### config.mk
export PLATFORM = sky130hd
export DESIGN_NAME = bir_fifo
export DESIGN_NICKNAME = d
export VERILOG_FILES = /design/src/bir_fifo.sv
export SDC_FILE = /design/constraint.sdc
export NUM_CORES = 1
export LEC_CHECK = 0
export BUFFER_PORTS_ARGS = -buffer_cell sky130_fd_sc_hd__buf_2
export CORE_AREA = 2 2 39 41
export DETAILED_ROUTE_END_ITERATION = 12
export DIE_AREA = 0 0 41 43
export HOLD_SLACK_MARGIN = 0.08
export PLACE_DENSITY = 0.4
export SYNTH_ARGS = -nofsm -noshare
export SYNTH_HDL_FRONTEND = slang
export SYNTH_SLANG_ARGS = --single-unit
### constraint.sdc
create_clock -name i_clk -period 1.4 [get_ports i_clk]
set_input_delay 0.28 -clock i_clk [delete_from_list [all_inputs] [get_ports i_clk]]
set_output_delay 0.28 -clock i_clk [all_outputs]
set_load 0.02 [all_outputs]
### src/bir_fifo.sv
// Two-entry command queue between the front and back ends.
`timescale 1ns / 1ps

module bir_fifo #(
    parameter type T = logic
) (
    input  logic i_clk,
    input  logic i_rst_n,
    input  logic i_push,
    input  T     i_data,
    output logic o_full,
    input  logic i_pop,
    output T     o_data,
    output logic o_empty
);

    localparam logic [1:0] FULL_CNT = 2'd2;

    T           r_slot [2];
    logic       r_wp;
    logic       r_rp;
    logic [1:0] r_cnt;

    always_ff @(posedge i_clk) begin
        if (!i_rst_n) begin
            r_wp  <= 1'b0;
            r_rp  <= 1'b0;
            r_cnt <= 2'd0;
        end else begin
            if (i_push) begin
                r_wp <= ~r_wp;
            end
            if (i_pop) begin
                r_rp <= ~r_rp;
            end
            case ({i_push, i_pop})
                2'b10:   r_cnt <= r_cnt + 2'd1;
                2'b01:   r_cnt <= r_cnt - 2'd1;
                default: r_cnt <= r_cnt;
            endcase
        end
    end

    always_ff @(posedge i_clk) begin
        if (i_push) begin
            r_slot[r_wp] <= i_data;
        end
    end

    assign o_full  = (r_cnt == FULL_CNT);
    assign o_empty = (r_cnt == 2'd0);
    assign o_data  = r_slot[r_rp];

endmodule

Word level (Yosys, flattened, before mapping)
Memory sizes are Yosys's and may differ from the RTL's. A register that Yosys moved wholly into a read port is not among the register bits.
Cells that the tools add are included.
{"block": "word_totals", "regBits": 4, "latchBits": 0, "ramBits": 2, "mem_bits_ro": 0, "in_bits": 5, "output_inout_bits": 3, "word_cells": 18, "memories": 1}
{"memory": "r_slot", "words": 2, "word_bits": 1, "read_ports": 1, "rd_ports_with_merged_regs": 1, "wr": 1, "line_no": "19", "source": "T r_slot [2];"}
{"block": "op_classes", "addsub": 2, "mul": 0, "n_div": 0, "order_cmp": 0, "n_eq_ne": 3, "shifts": 0, "n_mux": 5, "bitwise_logic": 2, "n_reduce_logical": 2}
{"op": "== test 2 bit (second input constant)", "count": 2}
{"op": "two-way mux 1 bit", "count": 4}
{"op": "one-hot mux 2 bit (2 select lines)", "count": 1}
{"op": "adder 2 x 1 -> 2 bit (second input constant)", "count": 1}
{"op": "== test 2 x 1 -> 1 bit (second input constant)", "count": 1}
{"op": "zero test 2 bit", "count": 1}
{"op": "NOT 1 bit", "count": 2}
{"op": "nonzero test 2 bit", "count": 1}
{"op": "subtractor 2 x 1 -> 2 bit (second input constant)", "count": 1}

Logic depth before layout (Yosys ltp)
Gate-level depths: netlist (run 1).
{"block": "depth", "depth_word": 3, "ltp_mapped": 5, "depth_no_buf": 5}

Worst setup path after synthesis (run 1)
Ideal clock, no wire load.
{"block": "synth_timing", "path_kind": "input port to flip-flop", "startpoint": "input i_push", "endpoint": "register r_cnt[1]", "setup_time_ns": 0.070, "arrival_time_ns": 1.082, "required_ns": 1.330, "path_slack_ns": 0.248, "path_stages": 4, "n_path_buf": 0, "path_cell_list": "inv_1 ha_1 or3_1 a21boi_1"}
{"block": "synth_via", "elab_chain_len": 2, "elab_cells_between_ends": 4, "cone_classes": "2 x eq/ne; 1 x mux; 1 x reduce/logical"}
{"element": "start, declared", "line_no": "9", "source": "input logic i_push,"}
{"element": "== test 2 x 1 -> 1 bit or == test 2 bit (tied branches)", "line_no": "36", "source": "case ({i_push, i_pop})"}
{"element": "one-hot mux 2 bit (2 select lines) or nonzero test 2 bit (tied branches)"}
{"element": "end signal, assigned", "line_no": "37", "source": "2'b10: r_cnt <= r_cnt + 2'd1;"}
{"element": "end signal, assigned", "line_no": "38", "source": "2'b01: r_cnt <= r_cnt - 2'd1;"}
{"element": "end signal, assigned", "line_no": "39", "source": "default: r_cnt <= r_cnt;"}
{"element": "end, declared", "line_no": "22", "source": "logic [1:0] r_cnt;"}
Parallel ways exist; a longest one is shown, timed or not.
A chain may end at the register's enable or synchronous reset.

==> results of run 1 <==
kinds of logic after synthesis:
logic type,Yosys count,share of synthesized area (%)
and+or+nand+nor,9,18.70
DFF,7,55.65
AOI/OAI and AO/OA,3,6.957
xor gates and xnor gates,3,9.132
buffers and inverters,1,1.303
muxes,1,3.913
adders and majority gates,1,4.347
critical path: stages, from the launching register on:
cell	delay (ns)
dfxtp_1	0.31
mux2_2	0.32
buf_2	0.16
worst paths after layout:
| kind | to |
|---|---|
| setup / recovery | o_data |
| hold reg to reg | r_cnt[1] |
| hold / removal | r_slot[1] |
| setup reg to reg | r_cnt[1] |
cell usage after synthesis:
| cell | count |
|---|---|
| ha_1 | 1 |
| a21boi_1 | 1 |
| and2b_2 | 1 |
| and2_1 | 4 |
| dfxtp_1 | 5 |
| nor2_1 | 2 |
| xnor2_1 | 2 |
| inv_1 | 1 |
| or3_1 | 1 |
| mux2_2 | 1 |
| nor2b_1 | 1 |
| o21a_1 | 1 |
| xor2_1 | 1 |
| edfxtp_1 | 2 |
| o21ai_0 | 1 |
cell type report:
type	count	area [µm²]
Clock buffer	4	26.28
Sequential cell	7	160.2
Inverter	1	3.754
Multi-Input combinational cell	17	123.9
Tap cell	16	20.02
Fill cell	151	1015
Timing Repair Buffer	7	35.03
metal layers:
| metal | wire length, µm | vias up | track usage, % |
|---|---|---|---|
| met3 | 39 | 0 | 6.806 |
| li1 | - | 105 | - |
| met2 | 232 | 6 | 8.438 |
| met4 | 0 | 0 | 6.000 |
| met5 | 0 | - | 0 |
| met1 | 156 | 92 | 5.902 |
metrics by stage:
stage | total power [mW] | area (µm²) | hold slack, ns
6_report | 0.5051 | 369.1 | 0.2245
5_1_grt | 0.5440 | 369.1 | 0.2092
4_1_cts | 0.5185 | 369.1 | 0.2143
3_5_place_dp | 0.3354 | 342.8 | 0.4756
3_3_place_gp | 0.3311 | 342.8 | 0.4695
2_1_floorplan | 0.3066 | 287.8 | 0.3789
report_power, final:
| part | switching, mW | total (mW) | internal (mW) |
|---|---|---|---|
| Combinational | 0.0442 | 0.0886 | 0.0444 |
| Clock | 0.0669 | 0.175 | 0.108 |
| Sequential | 0.0123 | 0.241 | 0.229 |
==> flow_metrics.py, run 1 <==
metrics = {
    "setup_path": {
        "worstRegToRegCells": 3,
        "critPathMaxFanout": 1,
        "r2r_slack_ns": 0.37,
        "critical_path_arrival_ns": 1.03,
        "cp_data_required_time_ns": 1.12,
        "start_kind": "flip-flop",
        "critical_path.endpoint_type": "output port",
        "r2r-start": "r_cnt[0]",
        "worstSetupPathType": "flip-flop to output port",
    },
    "clock_tree": {
        "clkTransAtPathRegs_ns": 0.05,
        "cts_buffers": 3,
        "htreeDepth": 1,
        "cts_tree": "yes",
        "cts_root_buf": "clkbuf_4",
        "clock_latency_ns": 0.25,
        "post_cts_buffers": 0,
        "cts_hold_buf": 0,
        "clockBufferDepth": 2,
        "cts_resized": 0,
        "clock-sinks": 7,
    },
    "synth": {
        "synth_area_leaders": "dfxtp_1, edfxtp_1, and2_1",
        "synth-seq-cells": 7,
        "syn_area_per_cell_um2": 11.51,
        "yosys.area.top_type": "dfxtp_1",
        "syn_area_um2": 287.8,
        "yosys_warnings": 0,
        "ys_types": 15,
        "ys_seq_area_share_pct": 55.65,
        "syn_nets": 31,
        "synthCells": 25,
        "yosysTopAreaCellShare_pct": 34.78,
    },
    "outcome": {
        "status": "finished, final reports clean",
    },
    "floorplan": {
        "die_w_um": 41,
        "die_area_um2": 1763,
        "rows": 14,
        "die_height_um": 43,
        "start_util_pct": 20.80,
        "io_pins": 8,
        "core-area_um2": 1384,
    },
    "grt": {
        "grt_max_degree": 6,
        "antenna_found_initial": 0,
        "grtUsageTotal_pct": 6.768,
        "grt_pass1_wl_um": 696,
        "grt_pass1_vias": 181,
        "overflow": 0,
    },
    "hold_path": {
        "hold_path.class": "input port to flip-flop",
        "worstHoldStart": "i_data",
        "holdPathStages": 1,
    },
    "run": {
        "maxCapViolCount": 0,
    },
    "layout": {
        "diodes": 0,
        "area_delta_synth_final_pct": 28.26,
        "finalNonFillerCells": 52,
        "final_common_cell": "buf_2",
        "final_cell_mix": "buf_2, dfxtp_1, and2_1",
        "postLayoutCoreUtil_pct": 26.67,
        "final_nets": 43,
        "post_route_cells_drive_above_1_share_pct": 33.33,
    },
    "place": {
        "place_congestion": 0.7095,
        "dp_hpwl_um": 352.6,
        "numPortBuffers": 7,
        "dp.cells": 48,
        "pre_cts_ws_ns": 0.04262,
    },
    "timing": {
        "setup_violations": 0,
        "grt_setup_unrepaired": "false",
        "min_period_ns": 1.308,
        "slew_headroom_pct": 89.19,
        "period_share_pct": 93.43,
        "final.setup.tns_ns": 0,
        "slew_violations": 0,
        "worst_slew_pin_slew_ns": 0.1610,
        "hold_viol_final": 0,
        "clock_skew_ns": 0.0009608,
        "finalWorstSetupSlack_ns": 0.09202,
        "clock.fmax_ghz": 0.7645,
    },
    "power": {
        "leakagePower_nw": 0.1588,
        "powerDensity_nw_per_um2": 1368,
        "peakVddDrop_v": 0.0003931,
    },
    "drt": {
        "firstDrtPassIters": 1,
        "drt-total-wl_um": 427,
        "drt_iter0_markers": 0,
        "viasPerCell": 3.904,
        "vias": 203,
        "wl_per_cell_um": 8.212,
        "ant_nets": 0,
        "post-route-drc-count": 0,
    },
}
No activity file was read; power rests on OpenSTA's default activity.
==> run 2, diff against run 1 <==
--- a/config.mk
+++ b/config.mk
@@ -11,6 +11,7 @@
 export DIE_AREA = 0 0 41 43
 export HOLD_SLACK_MARGIN = 0.08
 export PLACE_DENSITY = 0.4
+export RECOVER_POWER = 50
 export SYNTH_ARGS = -nofsm -noshare
 export SYNTH_HDL_FRONTEND = slang
 export SYNTH_SLANG_ARGS = --single-unit
==> flow_metrics.py, run 2 (synthesis results as in run 1) <==
metrics = {
    "drt": {
        "vias": 202,
        "firstDrtPassIters": 2,
        "post-route-drc-count": 0,
        "drt_iter0_markers": 1,
        "wl_per_cell_um": 8.038,
        "viasPerCell": 3.885,
        "ant_nets": 0,
        "drt-total-wl_um": 418,
    },
    "hold_path": {
        "worstHoldStart": "i_data",
        "holdPathStages": 1,
        "whs_endpoint": "r_slot[1]",
        "hold_path.class": "input port to flip-flop",
    },
    "setup_path": {
        "critPathMaxFanout": 1,
        "critical_path.endpoint_type": "output port",
        "critical_path_arrival_ns": 1.03,
        "start_kind": "flip-flop",
        "cp_data_required_time_ns": 1.12,
        "r2r_slack_ns": 0.37,
        "worstRegToRegCells": 3,
        "regToRegEndpoint": "r_cnt[1]",
        "r2r-start": "r_cnt[0]",
        "worstSetupPathType": "flip-flop to output port",
    },
    "place": {
        "dp_hpwl_um": 352.6,
        "dp.cells": 48,
        "numPortBuffers": 7,
        "place_congestion": 0.7095,
    },
    "floorplan": {
        "io_pins": 8,
        "rows": 14,
        "core-area_um2": 1384,
        "die_height_um": 43,
        "die_w_um": 41,
        "start_util_pct": 20.80,
        "die_area_um2": 1763,
    },
    "power": {
        "peakVddDrop_v": 0.0003926,
        "powerDensity_nw_per_um2": 1367,
        "power_mw": 0.5044,
        "leakagePower_nw": 0.1564,
    },
    "layout": {
        "post_route_cells_drive_above_1_share_pct": 33.33,
        "final_cell_mix": "buf_2, dfxtp_1, and2_0, clkbuf_4",
        "final_common_cell": "buf_2",
        "area_delta_synth_final_pct": 28.26,
        "multi_input_area_um2": 123.9,
        "diodes": 0,
        "fillers": 151,
        "final_nets": 43,
        "finalNonFillerCells": 52,
        "seqCellArea_um2": 160.2,
    },
    "clock_tree": {
        "htreeDepth": 1,
        "cts_hold_buf": 0,
        "cts_tree": "yes",
        "post_cts_buffers": 0,
        "clockBufferDepth": 2,
        "clock_latency_ns": 0.24,
        "cts_root_buf": "clkbuf_4",
        "cts_buffers": 3,
        "clkTransAtPathRegs_ns": 0.05,
        "clock-sinks": 7,
        "cts_resized": 0,
    },
    "timing": {
        "period_share_pct": 93.42,
        "slew_violations": 0,
        "setup_violations": 0,
        "clock.fmax_ghz": 0.7646,
        "slew_headroom_pct": 89.15,
        "clock_skew_ns": 0.0006880,
        "final.setup.tns_ns": 0,
        "min_period_ns": 1.308,
        "grt_setup_unrepaired": "false",
        "hold_viol_final": 0,
        "worst_slew_pin_slew_ns": 0.1616,
    },
    "grt": {
        "grtUsageTotal_pct": 6.768,
        "grt_pass1_wl_um": 696,
        "grt_max_degree": 6,
        "antenna_found_initial": 0,
        "grt_pass1_vias": 181,
        "overflow": 0,
    },
    "run": {
        "maxCapViolCount": 0,
    },
    "outcome": {
        "status": "finished, final reports clean",
    },
}
-- run 2: routing by layer --
layer | vias up | track usage [%] | part of all wire [%]
met5 | - | 0 | 0
met3 | 0 | 6.806 | 9.6
li1 | 105 | - | -
met1 | 91 | 5.902 | 35
met2 | 6 | 8.438 | 55
met4 | 0 | 6.000 | 0
-- run 2: cell type report --
type	instances	share of cell area [%]
timing repair buffer	7	9.492
multi-input combinational	17	33.56
clock buffer	4	7.119
tap	16	5.424
inverter	1	1.017
sequential	7	43.39
-- run 2: worst max path at each step --
| stage | startpoint | to | cells after the start |
|---|---|---|---|
| finish | flip-flop | o_data | 2 |
| global route | r_cnt[0] | o_full | 2 |
| CTS | flip-flop | o_data | 2 |
| detailed placement | i_push | r_cnt[1] | 5 |
| global placement | i_push | r_cnt[1] | 5 |
| floorplan | i_push | r_cnt[1] | 4 |
-- run 2: power breakdown --
part	switching (mW)	internal [mW]	total, mW
clock network	0.0667	0.108	0.175
registers	0.0122	0.229	0.241
logic	0.0443	0.0438	0.0881
total	0.123	0.381	0.504
-- run 2: metrics by stage --
stage | cell area (µm²) | util [%] | setup WS (ns) | hold slack [ns]
2_1_floorplan | 287.8 | - | 0.2478 | 0.3789
3_3_place_gp | 342.8 | 24.77 | 0.1092 | 0.4695
3_5_place_dp | 342.8 | 24.77 | 0.04262 | 0.4756
4_1_cts | 369.1 | 26.67 | 0.07609 | 0.2143
5_1_grt | 369.1 | 26.67 | 0.03128 | 0.2092
6_report | 369.1 | 26.67 | 0.09210 | 0.2247
-- run 2: critical path, cell delays in order, from the launching register on --
cell	delay, ns
dfxtp_1	0.31
mux2_2	0.32
buf_2	0.16
==> run 3, diff against run 2 <==
--- a/config.mk
+++ b/config.mk
@@ -10,7 +10,7 @@
 export DETAILED_ROUTE_END_ITERATION = 12
 export DIE_AREA = 0 0 41 43
 export HOLD_SLACK_MARGIN = 0.08
-export PLACE_DENSITY = 0.4
+export PLACE_DENSITY_LB_ADDON = 0.3
 export RECOVER_POWER = 50
 export SYNTH_ARGS = -nofsm -noshare
 export SYNTH_HDL_FRONTEND = slang
==> flow_metrics.py, run 3 (synthesis results as in run 1) <==
metrics = {
    "clock_tree": {
        "cts_resized": 0,
        "htreeDepth": 1,
        "clkTransAtPathRegs_ns": 0.05,
        "cts_root_buf": "clkbuf_4",
        "clock-sinks": 7,
        "clockBufferDepth": 2,
        "cts_hold_buf": 0,
        "clock_latency_ns": 0.24,
        "cts_tree": "yes",
        "post_cts_buffers": 0,
        "cts_buffers": 3,
    },
    "layout": {
        "area_delta_synth_final_pct": 27.83,
        "diodes": 0,
        "fillers": 159,
        "postLayoutCoreUtil_pct": 26.58,
        "final_common_cell": "buf_2",
        "final_cell_mix": "buf_2, dfxtp_1, and2_1",
        "final_nets": 43,
        "post_route_cells_drive_above_1_share_pct": 30.56,
    },
    "drt": {
        "vias": 200,
        "wl_per_cell_um": 7.981,
        "drt_iter0_markers": 0,
        "drt-total-wl_um": 415,
        "ant_nets": 0,
        "firstDrtPassIters": 1,
        "post-route-drc-count": 0,
        "viasPerCell": 3.846,
    },
    "power": {
        "leakagePower_nw": 0.1561,
        "powerDensity_nw_per_um2": 1368,
        "peakVddDrop_v": 0.0006351,
    },
    "floorplan": {
        "rows": 14,
        "start_util_pct": 20.80,
        "io_pins": 8,
        "die_w_um": 41,
        "die_height_um": 43,
        "core-area_um2": 1384,
        "die_area_um2": 1763,
    },
    "outcome": {
        "status": "finished, final reports clean",
    },
    "grt": {
        "grt_pass1_vias": 193,
        "grt_pass1_wl_um": 703,
        "grt_max_degree": 6,
        "overflow": 0,
        "antenna_found_initial": 0,
        "grtUsageTotal_pct": 6.680,
    },
    "timing": {
        "clock.fmax_ghz": 0.7623,
        "grt_setup_unrepaired": "false",
        "min_period_ns": 1.312,
        "worst_slew_pin_slew_ns": 0.1559,
        "slew_violations": 0,
        "final.setup.tns_ns": 0,
        "clock_skew_ns": 0.001971,
        "slew_headroom_pct": 89.57,
        "hold_viol_final": 0,
        "period_share_pct": 93.71,
        "setup_violations": 0,
    },
    "place": {
        "numPortBuffers": 7,
        "place_congestion": 0.6443,
    },
    "setup_path": {
        "cp_data_required_time_ns": 1.12,
        "critPathMaxFanout": 1,
        "worstSetupPathType": "flip-flop to output port",
        "start_kind": "flip-flop",
        "critical_path_arrival_ns": 1.03,
        "critical_path.endpoint_type": "output port",
    },
    "run": {
        "maxCapViolCount": 0,
    },
    "hold_path": {
        "hold_path.class": "input port to flip-flop",
    },
}
## run 3: changes by cell type in the layout (fill, tap and decap cells not counted)
| cell | delta |
|---|---|
| clkbuf_1 | +1 |
| buf_2 | -1 |
| and2_0 | -3 |
| and2_1 | +3 |
## run 3: worst paths after layout
kind / from / end / slack, ns / depth (start not counted)
setup / recovery: flip-flop / o_data / 0.09 / 2
hold / removal: i_data / r_slot[0] / 0.25 / 1
setup reg to reg: r_cnt[0] / r_cnt[1] / 0.39 / 3
hold reg to reg: r_cnt[1] / r_cnt[1] / 0.49 / 2
## run 3: through the flow
stage	power (mW)	hold WS [ns]	instance area (µm²)	worst slack, ns	cells
5_1_grt	0.5360	0.2520	367.9	0.04889	52
3_3_place_gp	0.3307	0.4736	342.8	0.1065	48
4_1_cts	0.5184	0.2191	369.1	0.07202	52
2_1_floorplan	0.3066	0.3789	287.8	0.2478	25
6_report	0.5034	0.2471	367.9	0.08812	52
3_5_place_dp	0.3342	0.4823	342.8	0.05626	48
## run 3: layer usage
metal / share of wire (%) / global-route usage (%) / vias up
li1: - / - / 104
met2: 44 / 8.438 / 9
met1: 41 / 5.941 / 87
met4: 0 / 4.000 / 0
met3: 15 / 7.853 / 0
met5: 0 / 0 / -
## run 3: layout make-up
| type | count | area [µm²] | share of cell area (%) |
|---|---|---|---|
| multi-input combinational | 17 | 123.9 | 33.67 |
| inverter | 1 | 3.754 | 1.020 |
| timing repair buffer | 7 | 33.78 | 9.184 |
| tap | 16 | 20.02 | 5.442 |
| clock buffer | 4 | 26.28 | 7.143 |
| sequential | 7 | 160.2 | 43.54 |
## run 3: power breakdown
group	total, mW	leakage [nW]	internal [mW]	switching (mW)
combinational	0.0880	0.0808	0.0440	0.0440
sequential	0.241	0.0603	0.229	0.0116
clock	0.175	0.0150	0.108	0.0665
## run 3: critical path, cell delays in order (launching register included)
cell	delay (ns)
dfxtp_1	0.31
mux2_2	0.32
buf_2	0.16
